**src/rtl/i8mmzp_pkg.sv**
```systemverilog
// i8mmzp_pkg: types and constants for the int8 matrix multiply with zero points
// no dependencies; imported by int8_matmul_zero_point
package i8mmzp_pkg;

    localparam int MAX_ROWS  = 16;
    localparam int MAX_INNER = 16;
    localparam int MAX_COLS  = 16;

    localparam int A_DEPTH = MAX_ROWS * MAX_INNER;
    localparam int B_DEPTH = MAX_INNER * MAX_COLS;
    localparam int A_AW    = (A_DEPTH > 1) ? $clog2(A_DEPTH) : 1;
    localparam int B_AW    = (B_DEPTH > 1) ? $clog2(B_DEPTH) : 1;

    localparam int DIM_W   = 5;
    localparam int CFG_IW  = 3;
    localparam int CFG_DW  = 32;
    localparam int PROD_W  = 18;

    typedef enum logic [CFG_IW-1:0] {
        CFG_ROWS_USED   = 3'd0,
        CFG_INNER_USED  = 3'd1,
        CFG_COLS_USED   = 3'd2,
        CFG_A_ZERO      = 3'd3,
        CFG_B_ZERO      = 3'd4,
        CFG_RESULT_BIAS = 3'd5
    } cfg_index_t;

    typedef enum logic [1:0] {
        KIND_WRITE_A = 2'd0,
        KIND_WRITE_B = 2'd1,
        KIND_COMPUTE = 2'd2
    } kind_t;

    typedef enum logic [1:0] {
        ST_IDLE,
        ST_RUN,
        ST_DRAIN,
        ST_DONE
    } state_t;

    typedef struct packed {
        logic [1:0]        kind;
        logic [3:0]        row_index;
        logic [3:0]        col_index;
        logic signed [7:0] elem_value;
    } in_item_t;

    typedef struct packed {
        logic [3:0]         out_row;
        logic [3:0]         out_col;
        logic signed [31:0] dot_value;
        logic               index_error;
    } out_item_t;

endpackage

```
**src/rtl/int8_matmul_zero_point.sv**
```systemverilog
// int8_matmul_zero_point: element store and dot-product engine for C = (A+za)(B+zb) + bias
// depends on i8mmzp_pkg (types, dimension constants)
//
//  port group   dir  handshake              payload
//  in_*         in   in_valid / in_ready    in_item_t  (write A, write B, compute request)
//  out_*        out  out_valid / out_ready  out_item_t (one per compute request)
//  cfg_*        in   cfg_write, no wait     cfg_index, cfg_data
//
//  an element write is written into the store at acceptance
//  a compute request does one store read per k through
//  the single read port of each memory, then the multiplier and accumulator stages drain
//  an out of range request or a zero inner dimension skips the walk
//  rst_n resets control and configuration; the stores hold no reset value
//  the result sits in an output register, so a waiting result does not hold off
//  the next transaction unless a second result is ready before the first is taken
module int8_matmul_zero_point
    import i8mmzp_pkg::*;
(
    input  logic                 clk,
    input  logic                 rst_n,
    input  logic                 in_valid,
    output logic                 in_ready,
    input  in_item_t             in_item,
    output logic                 out_valid,
    input  logic                 out_ready,
    output out_item_t            out_item,
    input  logic                 cfg_write,
    input  logic [CFG_IW-1:0]    cfg_index,
    input  logic [CFG_DW-1:0]    cfg_data
);

    // configuration registers
    logic [DIM_W-1:0]   rows_reg;
    logic [DIM_W-1:0]   inner_reg;
    logic [DIM_W-1:0]   cols_reg;
    logic signed [7:0]  a_zero_reg;
    logic signed [7:0]  b_zero_reg;
    logic [31:0]        bias_reg;

    always_ff @(posedge clk or negedge rst_n)
    begin
        if (!rst_n)
        begin
            rows_reg   <= DIM_W'(16);
            inner_reg  <= DIM_W'(16);
            cols_reg   <= DIM_W'(16);
            a_zero_reg <= '0;
            b_zero_reg <= '0;
            bias_reg   <= '0;
        end
        else if (cfg_write)
        begin
            unique case (cfg_index_t'(cfg_index))
                CFG_ROWS_USED:   rows_reg   <= cfg_data[DIM_W-1:0];
                CFG_INNER_USED:  inner_reg  <= cfg_data[DIM_W-1:0];
                CFG_COLS_USED:   cols_reg   <= cfg_data[DIM_W-1:0];
                CFG_A_ZERO:      a_zero_reg <= cfg_data[7:0];
                CFG_B_ZERO:      b_zero_reg <= cfg_data[7:0];
                CFG_RESULT_BIAS: bias_reg   <= cfg_data;
                default:         ;
            endcase
        end
    end

    // dimensions saturate at the store size
    logic [DIM_W-1:0] m_dim;
    logic [DIM_W-1:0] n_dim;
    logic [DIM_W-1:0] p_dim;

    assign m_dim = (rows_reg  > DIM_W'(MAX_ROWS))  ? DIM_W'(MAX_ROWS)  : rows_reg;
    assign n_dim = (inner_reg > DIM_W'(MAX_INNER)) ? DIM_W'(MAX_INNER) : inner_reg;
    assign p_dim = (cols_reg  > DIM_W'(MAX_COLS))  ? DIM_W'(MAX_COLS)  : cols_reg;

    // control state
    state_t            state_reg, state_next;
    logic [3:0]        row_reg, row_next;
    logic [3:0]        col_reg, col_next;
    logic              err_reg, err_next;
    logic [DIM_W-1:0]  n_reg, n_next;
    logic [DIM_W-1:0]  k_reg, k_next;
    logic              out_valid_reg, out_valid_next;
    out_item_t         out_item_reg, out_item_next;

    // read and multiply pipeline
    logic              rd_en;
    logic              rd_vld_reg;
    logic              mul_vld_reg;
    logic signed [7:0] a_q_reg;
    logic signed [7:0] b_q_reg;
    logic signed [PROD_W-1:0] prod_reg;
    logic [31:0]       acc_reg;
    logic              acc_clear;

    logic              in_fire;
    logic              req_err;
    logic              out_free;
    logic [A_AW-1:0]   a_wr_addr, a_rd_addr;
    logic [B_AW-1:0]   b_wr_addr, b_rd_addr;
    logic              a_wr_en, b_wr_en;

    assign in_fire  = in_valid && in_ready;
    assign out_free = !out_valid_reg || out_ready;
    assign req_err  = ({1'b0, in_item.row_index} >= m_dim) ||
                      ({1'b0, in_item.col_index} >= p_dim);

    // write addressing, writes outside the store are dropped
    assign a_wr_addr = A_AW'(in_item.row_index) * A_AW'(MAX_INNER) + A_AW'(in_item.col_index);
    assign b_wr_addr = B_AW'(in_item.row_index) * B_AW'(MAX_COLS) + B_AW'(in_item.col_index);
    assign a_wr_en   = in_fire && (in_item.kind == KIND_WRITE_A) &&
                       (int'(in_item.row_index) < MAX_ROWS) &&
                       (int'(in_item.col_index) < MAX_INNER);
    assign b_wr_en   = in_fire && (in_item.kind == KIND_WRITE_B) &&
                       (int'(in_item.row_index) < MAX_INNER) &&
                       (int'(in_item.col_index) < MAX_COLS);

    // read walks row of A and column of B
    assign a_rd_addr = A_AW'(row_reg) * A_AW'(MAX_INNER) + A_AW'(k_reg);
    assign b_rd_addr = B_AW'(k_reg) * B_AW'(MAX_COLS) + B_AW'(col_reg);

    // element stores, one write and one read port each, registered read data
    logic [7:0] a_mem [A_DEPTH];
    logic [7:0] b_mem [B_DEPTH];

    always_ff @(posedge clk)
    begin
        if (a_wr_en)
        begin
            a_mem[a_wr_addr] <= in_item.elem_value;
        end
        if (rd_en)
        begin
            a_q_reg <= a_mem[a_rd_addr];
        end
    end

    always_ff @(posedge clk)
    begin
        if (b_wr_en)
        begin
            b_mem[b_wr_addr] <= in_item.elem_value;
        end
        if (rd_en)
        begin
            b_q_reg <= b_mem[b_rd_addr];
        end
    end

    // offset operands, 9 bit signed each
    logic signed [8:0] a_off;
    logic signed [8:0] b_off;

    assign a_off = 9'(a_q_reg) + 9'(a_zero_reg);
    assign b_off = 9'(b_q_reg) + 9'(b_zero_reg);

    always_ff @(posedge clk)
    begin
        if (rd_vld_reg)
        begin
            prod_reg <= a_off * b_off;
        end
    end

    always_ff @(posedge clk or negedge rst_n)
    begin
        if (!rst_n)
        begin
            rd_vld_reg  <= 1'b0;
            mul_vld_reg <= 1'b0;
            acc_reg     <= '0;
        end
        else
        begin
            rd_vld_reg  <= rd_en;
            mul_vld_reg <= rd_vld_reg;
            if (acc_clear)
            begin
                acc_reg <= '0;
            end
            else if (mul_vld_reg)
            begin
                acc_reg <= acc_reg + {{(32-PROD_W){prod_reg[PROD_W-1]}}, prod_reg};
            end
        end
    end

    // sequencer
    always_ff @(posedge clk or negedge rst_n)
    begin
        if (!rst_n)
        begin
            state_reg     <= ST_IDLE;
            row_reg       <= '0;
            col_reg       <= '0;
            err_reg       <= 1'b0;
            n_reg         <= '0;
            k_reg         <= '0;
            out_valid_reg <= 1'b0;
        end
        else
        begin
            state_reg     <= state_next;
            row_reg       <= row_next;
            col_reg       <= col_next;
            err_reg       <= err_next;
            n_reg         <= n_next;
            k_reg         <= k_next;
            out_valid_reg <= out_valid_next;
        end
    end

    always_ff @(posedge clk)
    begin
        out_item_reg <= out_item_next;
    end

    always_comb
    begin
        state_next     = state_reg;
        row_next       = row_reg;
        col_next       = col_reg;
        err_next       = err_reg;
        n_next         = n_reg;
        k_next         = k_reg;
        out_item_next  = out_item_reg;
        out_valid_next = out_valid_reg && !out_ready;
        in_ready       = 1'b0;
        rd_en          = 1'b0;
        acc_clear      = 1'b0;

        unique case (state_reg)
            ST_IDLE:
            begin
                in_ready = 1'b1;
                if (in_valid && (in_item.kind == KIND_COMPUTE))
                begin
                    row_next  = in_item.row_index;
                    col_next  = in_item.col_index;
                    err_next  = req_err;
                    n_next    = n_dim;
                    k_next    = '0;
                    acc_clear = 1'b1;
                    // empty sum or bad index skips the walk
                    state_next = (req_err || (n_dim == '0)) ? ST_DONE : ST_RUN;
                end
            end
            ST_RUN:
            begin
                rd_en  = 1'b1;
                k_next = k_reg + DIM_W'(1);
                if (k_next == n_reg)
                begin
                    state_next = ST_DRAIN;
                end
            end
            ST_DRAIN:
            begin
                if (!rd_vld_reg && !mul_vld_reg)
                begin
                    state_next = ST_DONE;
                end
            end
            ST_DONE:
            begin
                if (out_free)
                begin
                    out_item_next.out_row     = row_reg;
                    out_item_next.out_col     = col_reg;
                    out_item_next.index_error = err_reg;
                    out_item_next.dot_value   = err_reg ? '0 : acc_reg + bias_reg;
                    out_valid_next = 1'b1;
                    state_next     = ST_IDLE;
                end
            end
            default:
            begin
                state_next = ST_IDLE;
            end
        endcase
    end

    assign out_valid = out_valid_reg;
    assign out_item  = out_item_reg;

    // pipeline is empty whenever a new transaction can enter
    assert property (@(posedge clk) disable iff (!rst_n)
        in_ready |-> (!rd_vld_reg && !mul_vld_reg))
        else $error("read pipeline busy while idle");

    // the walk never passes the inner dimension
    assert property (@(posedge clk) disable iff (!rst_n)
        (state_reg == ST_RUN) |-> (k_reg < n_reg))
        else $error("inner index beyond dimension");

    // a flagged request always carries a zero value
    assert property (@(posedge clk) disable iff (!rst_n)
        (out_valid && out_item.index_error) |-> (out_item.dot_value == '0))
        else $error("index error with non-zero value");

    // a result is only loaded when the output register is free
    assert property (@(posedge clk) disable iff (!rst_n)
        (state_reg == ST_DONE && out_valid && !out_ready) |=> (state_reg == ST_DONE))
        else $error("result overwrote a pending transaction");

endmodule
```
**config.mk**
```make
export PLATFORM = sky130hd
export DESIGN_NAME = int8_matmul_zero_point
export DESIGN_NICKNAME = d
export VERILOG_FILES = /design/src/rtl/i8mmzp_pkg.sv /design/src/rtl/int8_matmul_zero_point.sv
export SDC_FILE = /design/constraint.sdc
export NUM_CORES = 2
export LEC_CHECK = 0
export ABC_AREA = 0
export BUFFER_PORTS_ARGS = -buffer_cell sky130_fd_sc_hd__buf_2
export CORE_MARGIN = 3
export CORE_UTILIZATION = 34
export CTS_CLUSTER_DIAMETER = 50
export DETAILED_ROUTE_END_ITERATION = 10
export SYNTH_ARGS = -nofsm -noshare
export SYNTH_HDL_FRONTEND = slang
export SYNTH_SLANG_ARGS = --single-unit
```
**constraint.sdc**
```tcl
create_clock -name clk -period 9.9 [get_ports clk]
set_input_delay 0.495 -clock clk [delete_from_list [all_inputs] [get_ports clk]]
set_output_delay 0.495 -clock clk [all_outputs]
set_load 0.02 [all_outputs]
```
==> metrics <==
run status complete, no violations; initial cell density of the core 34.2%; Final TNS setup 0 ns; Detail Route Antenna Nets 0; number of global-route vias before repair 86,000; gr ovfl total 0; global-route wire length before repair 624 mm; VDD IR max 1.69 mV; RSZ-0062 raised after global routing no; clock slew at reported path FFs 0.06 ns; row count 260; Syn. warnings 0; CP endpoint kind flop; ys flop type edfxtp_1; Synth area leaders edfxtp_1, mux4_2, mux2i_1, dfrtp_1, nor2_1; CTS tree yes; Tcrit/Tclk final 68.3%; htree depth 5; RR Startpoint a_q_reg[1]$_DFFE_PP_; Pins Over Slew Limit 0; syn_nets 8,670; Post-synth EDFFs 4,171; CTS sink cnt 4,290; Layout area overhead 13.4%; die footprint 515,000 um2; Yosys top cell area share 72.7%; DP Area 181,000 um2; reg-to-reg endpoint prod_reg[17]$_DFFE_PP_; IO Count 101; DRC viols 0; Core Region 503,000 um2; Setup WS pre-CTS 3.11 ns; vias after detailed routing 84,600; kind of critical path reg -> reg; # fillers 44,400; Critical Path RT 10.62 ns; DIE WIDTH 718 um; critical path startpoint a_q_reg[1]$_DFFE_PP_; commonest non-fill, non-tap cells in the layout edfxtp_1, mux4_2, nor2_1, clkbuf_16, mux2i_1; Post-Syn Instances 8,407; layout cell share with drive strength beyond 1 22.7%; total clock buffers created by CTS 440; count of cell types in the netlist 71; Skew-Pair Late Insertion Delay 1.03 ns; Worst Hold Class in -> reg; Worst Skew 0.0597 ns; Routed WL per cell 27.3 um; mapped cell area 172,000 um2; Final setup viols 0; LEAKAGE 60.8 nW; Mapped Avg Cell Area 20.5 um2; Final Worst Setup Slack 3.14 ns; most common cell after layout, fill and taps aside edfxtp_1; drt via density 5.38; fin util 38.8%; cell mode on critical path fa_1; Yosys top cell by area edfxtp_1; Total GRT Usage 16.2%; Tmin final 6.76 ns; Setup crit end prod_reg[17]$_DFFE_PP_; critical path peak fanout 7; Slew @ Worst Pin 1.22 ns; Worst path slowest cell fa_1; slowest stage delay, CP 0.56 ns; DRC marker count from the first detailed-route iteration 9,807; Async SR Flop Fraction 2.77%; Yosys reg bits 4,290; clock buffer depth 4; Seq/Total Area, Yosys 74.4%; PwrDens 342 nW/um2; Post-DP HPWL 255 mm; IO Port Bufs 100; MaxCap Viol Count 0; Detailed Route WL 429 mm; Detailed Routing Iterations Pass 1 6; largest net degree at the start of global routing 185; gpl congestion 0.802; Hold Violations, Final 0; initial antenna violation count 33; Max-slew headroom 18.5%; fin area 195,000 um2; FF-to-FF setup slack 3.14 ns; startpoint types flop; Fmax 0.148 GHz; WP data arrival 7.48 ns; Root Buffer clkbuf_16; layout net count 8,915; Die Ht 718 um; reg2reg path depth 27
[cells in the mapped netlist (75+ instances only)]
master	instances
nand2_1	165
nor2_1	718
a21oi_1	165
o22ai_1	88
edfxtp_1	4171
ha_1	130
mux2i_1	378
buf_2	110
fa_1	75
clkbuf_1	257
inv_1	122
mux4_2	1079
o221ai_1	178
dfrtp_1	116
[power breakdown]
part	switching [mW]	internal (mW)	leakage [nW]	total, mW
logic	15.7	13.0	15.0	28.7
registers	0.434	21.4	38.9	21.9
clock network	7.01	9.26	6.86	16.3
[what timing repair did]
action                                  CTS  global route
buffers inserted                          0             0
resized for setup                         0             0
hold buffers                             48             0
endpoints found under the hold margin   148             0
endpoints found under the setup margin    0             0
[how the worst min path moves through the flow]
stage,from,end,slack [ns],depth (start not counted)
finish,in_item[3],b_mem[28][3]$_DFFE_PP_,0.08,1
global route,in_item[3],b_mem[28][3]$_DFFE_PP_,0.04,1
CTS,in_item[3],b_mem[28][3]$_DFFE_PP_,0.002,1
detailed placement,n_reg[2]$_DFFE_PN0P_,n_reg[2]$_DFFE_PN0P_,0.49,2
global placement,cols_reg[0]$_DFFE_PN0P_,cols_reg[0]$_DFFE_PN0P_,0.48,1
floorplan,rst_n,a_zero_reg[0]$_DFFE_PN0P_,0.20,0
[layout make-up]
type / instances / area [um2] / share of cell area (%)
tap: 6681 / 8360 / 4.28
clock buffer: 538 / 11500 / 5.91
clock inverter: 276 / 2640 / 1.35
inverter: 124 / 473 / 0.242
multi-input combinational: 3525 / 41900 / 21.4
timing repair buffer: 271 / 2250 / 1.15
antenna: 11 / 27.5 / 0.0141
sequential: 4290 / 128000 / 65.6
[per-layer routing]
metal | part of all wire, % | GRT usage [%]
met5 | 0.083 | 0
met4 | 2.5 | 4.22
met3 | 8.1 | 2.91
met2 | 48 | 26.2
met1 | 41 | 22.8
[metrics by stage]
step           cells  power (mW)  hold slack, ns
2_1_floorplan   8407        43.9           0.199
6_report       15700        66.8          0.0791
5_1_grt        15700        70.9          0.0429
4_1_cts        15700        67.6         0.00216
3_5_place_dp   14800        51.3           0.487
3_3_place_gp   14800        51.4           0.482
[logic make-up (layout without fill, tap and decap cells)]
| group | after synthesis | after routing | share of synthesized area [%] |
|---|---|---|---|
| xor gates and xnor gates | 90 | 90 | 0.457 |
| and+or+nand+nor | 1081 | 1081 | 2.63 |
| DFF | 4290 | 4290 | 74.4 |
| AOI/OAI and AO/OA | 625 | 625 | 2.50 |
| muxes | 1524 | 1524 | 16.7 |
| other | 0 | 11 | 0 |
| buffers and inverters | 592 | 1209 | 1.45 |
| adders and majority gates | 205 | 205 | 1.82 |
[worst max-delay path, delay by kind of cell (launching register included)]
kind / cells / cell delay (ns)
flip-flops: 1 / 0.42
AO/OA/AOI/OAI: 10 / 1.78
AND/OR/NAND/NOR: 4 / 0.50
XOR/XNOR: 2 / 0.43
buffers and inverters: 4 / 0.21
adder cells (fa/ha/maj): 7 / 3.15
Power figures use the tool's default switching activity.
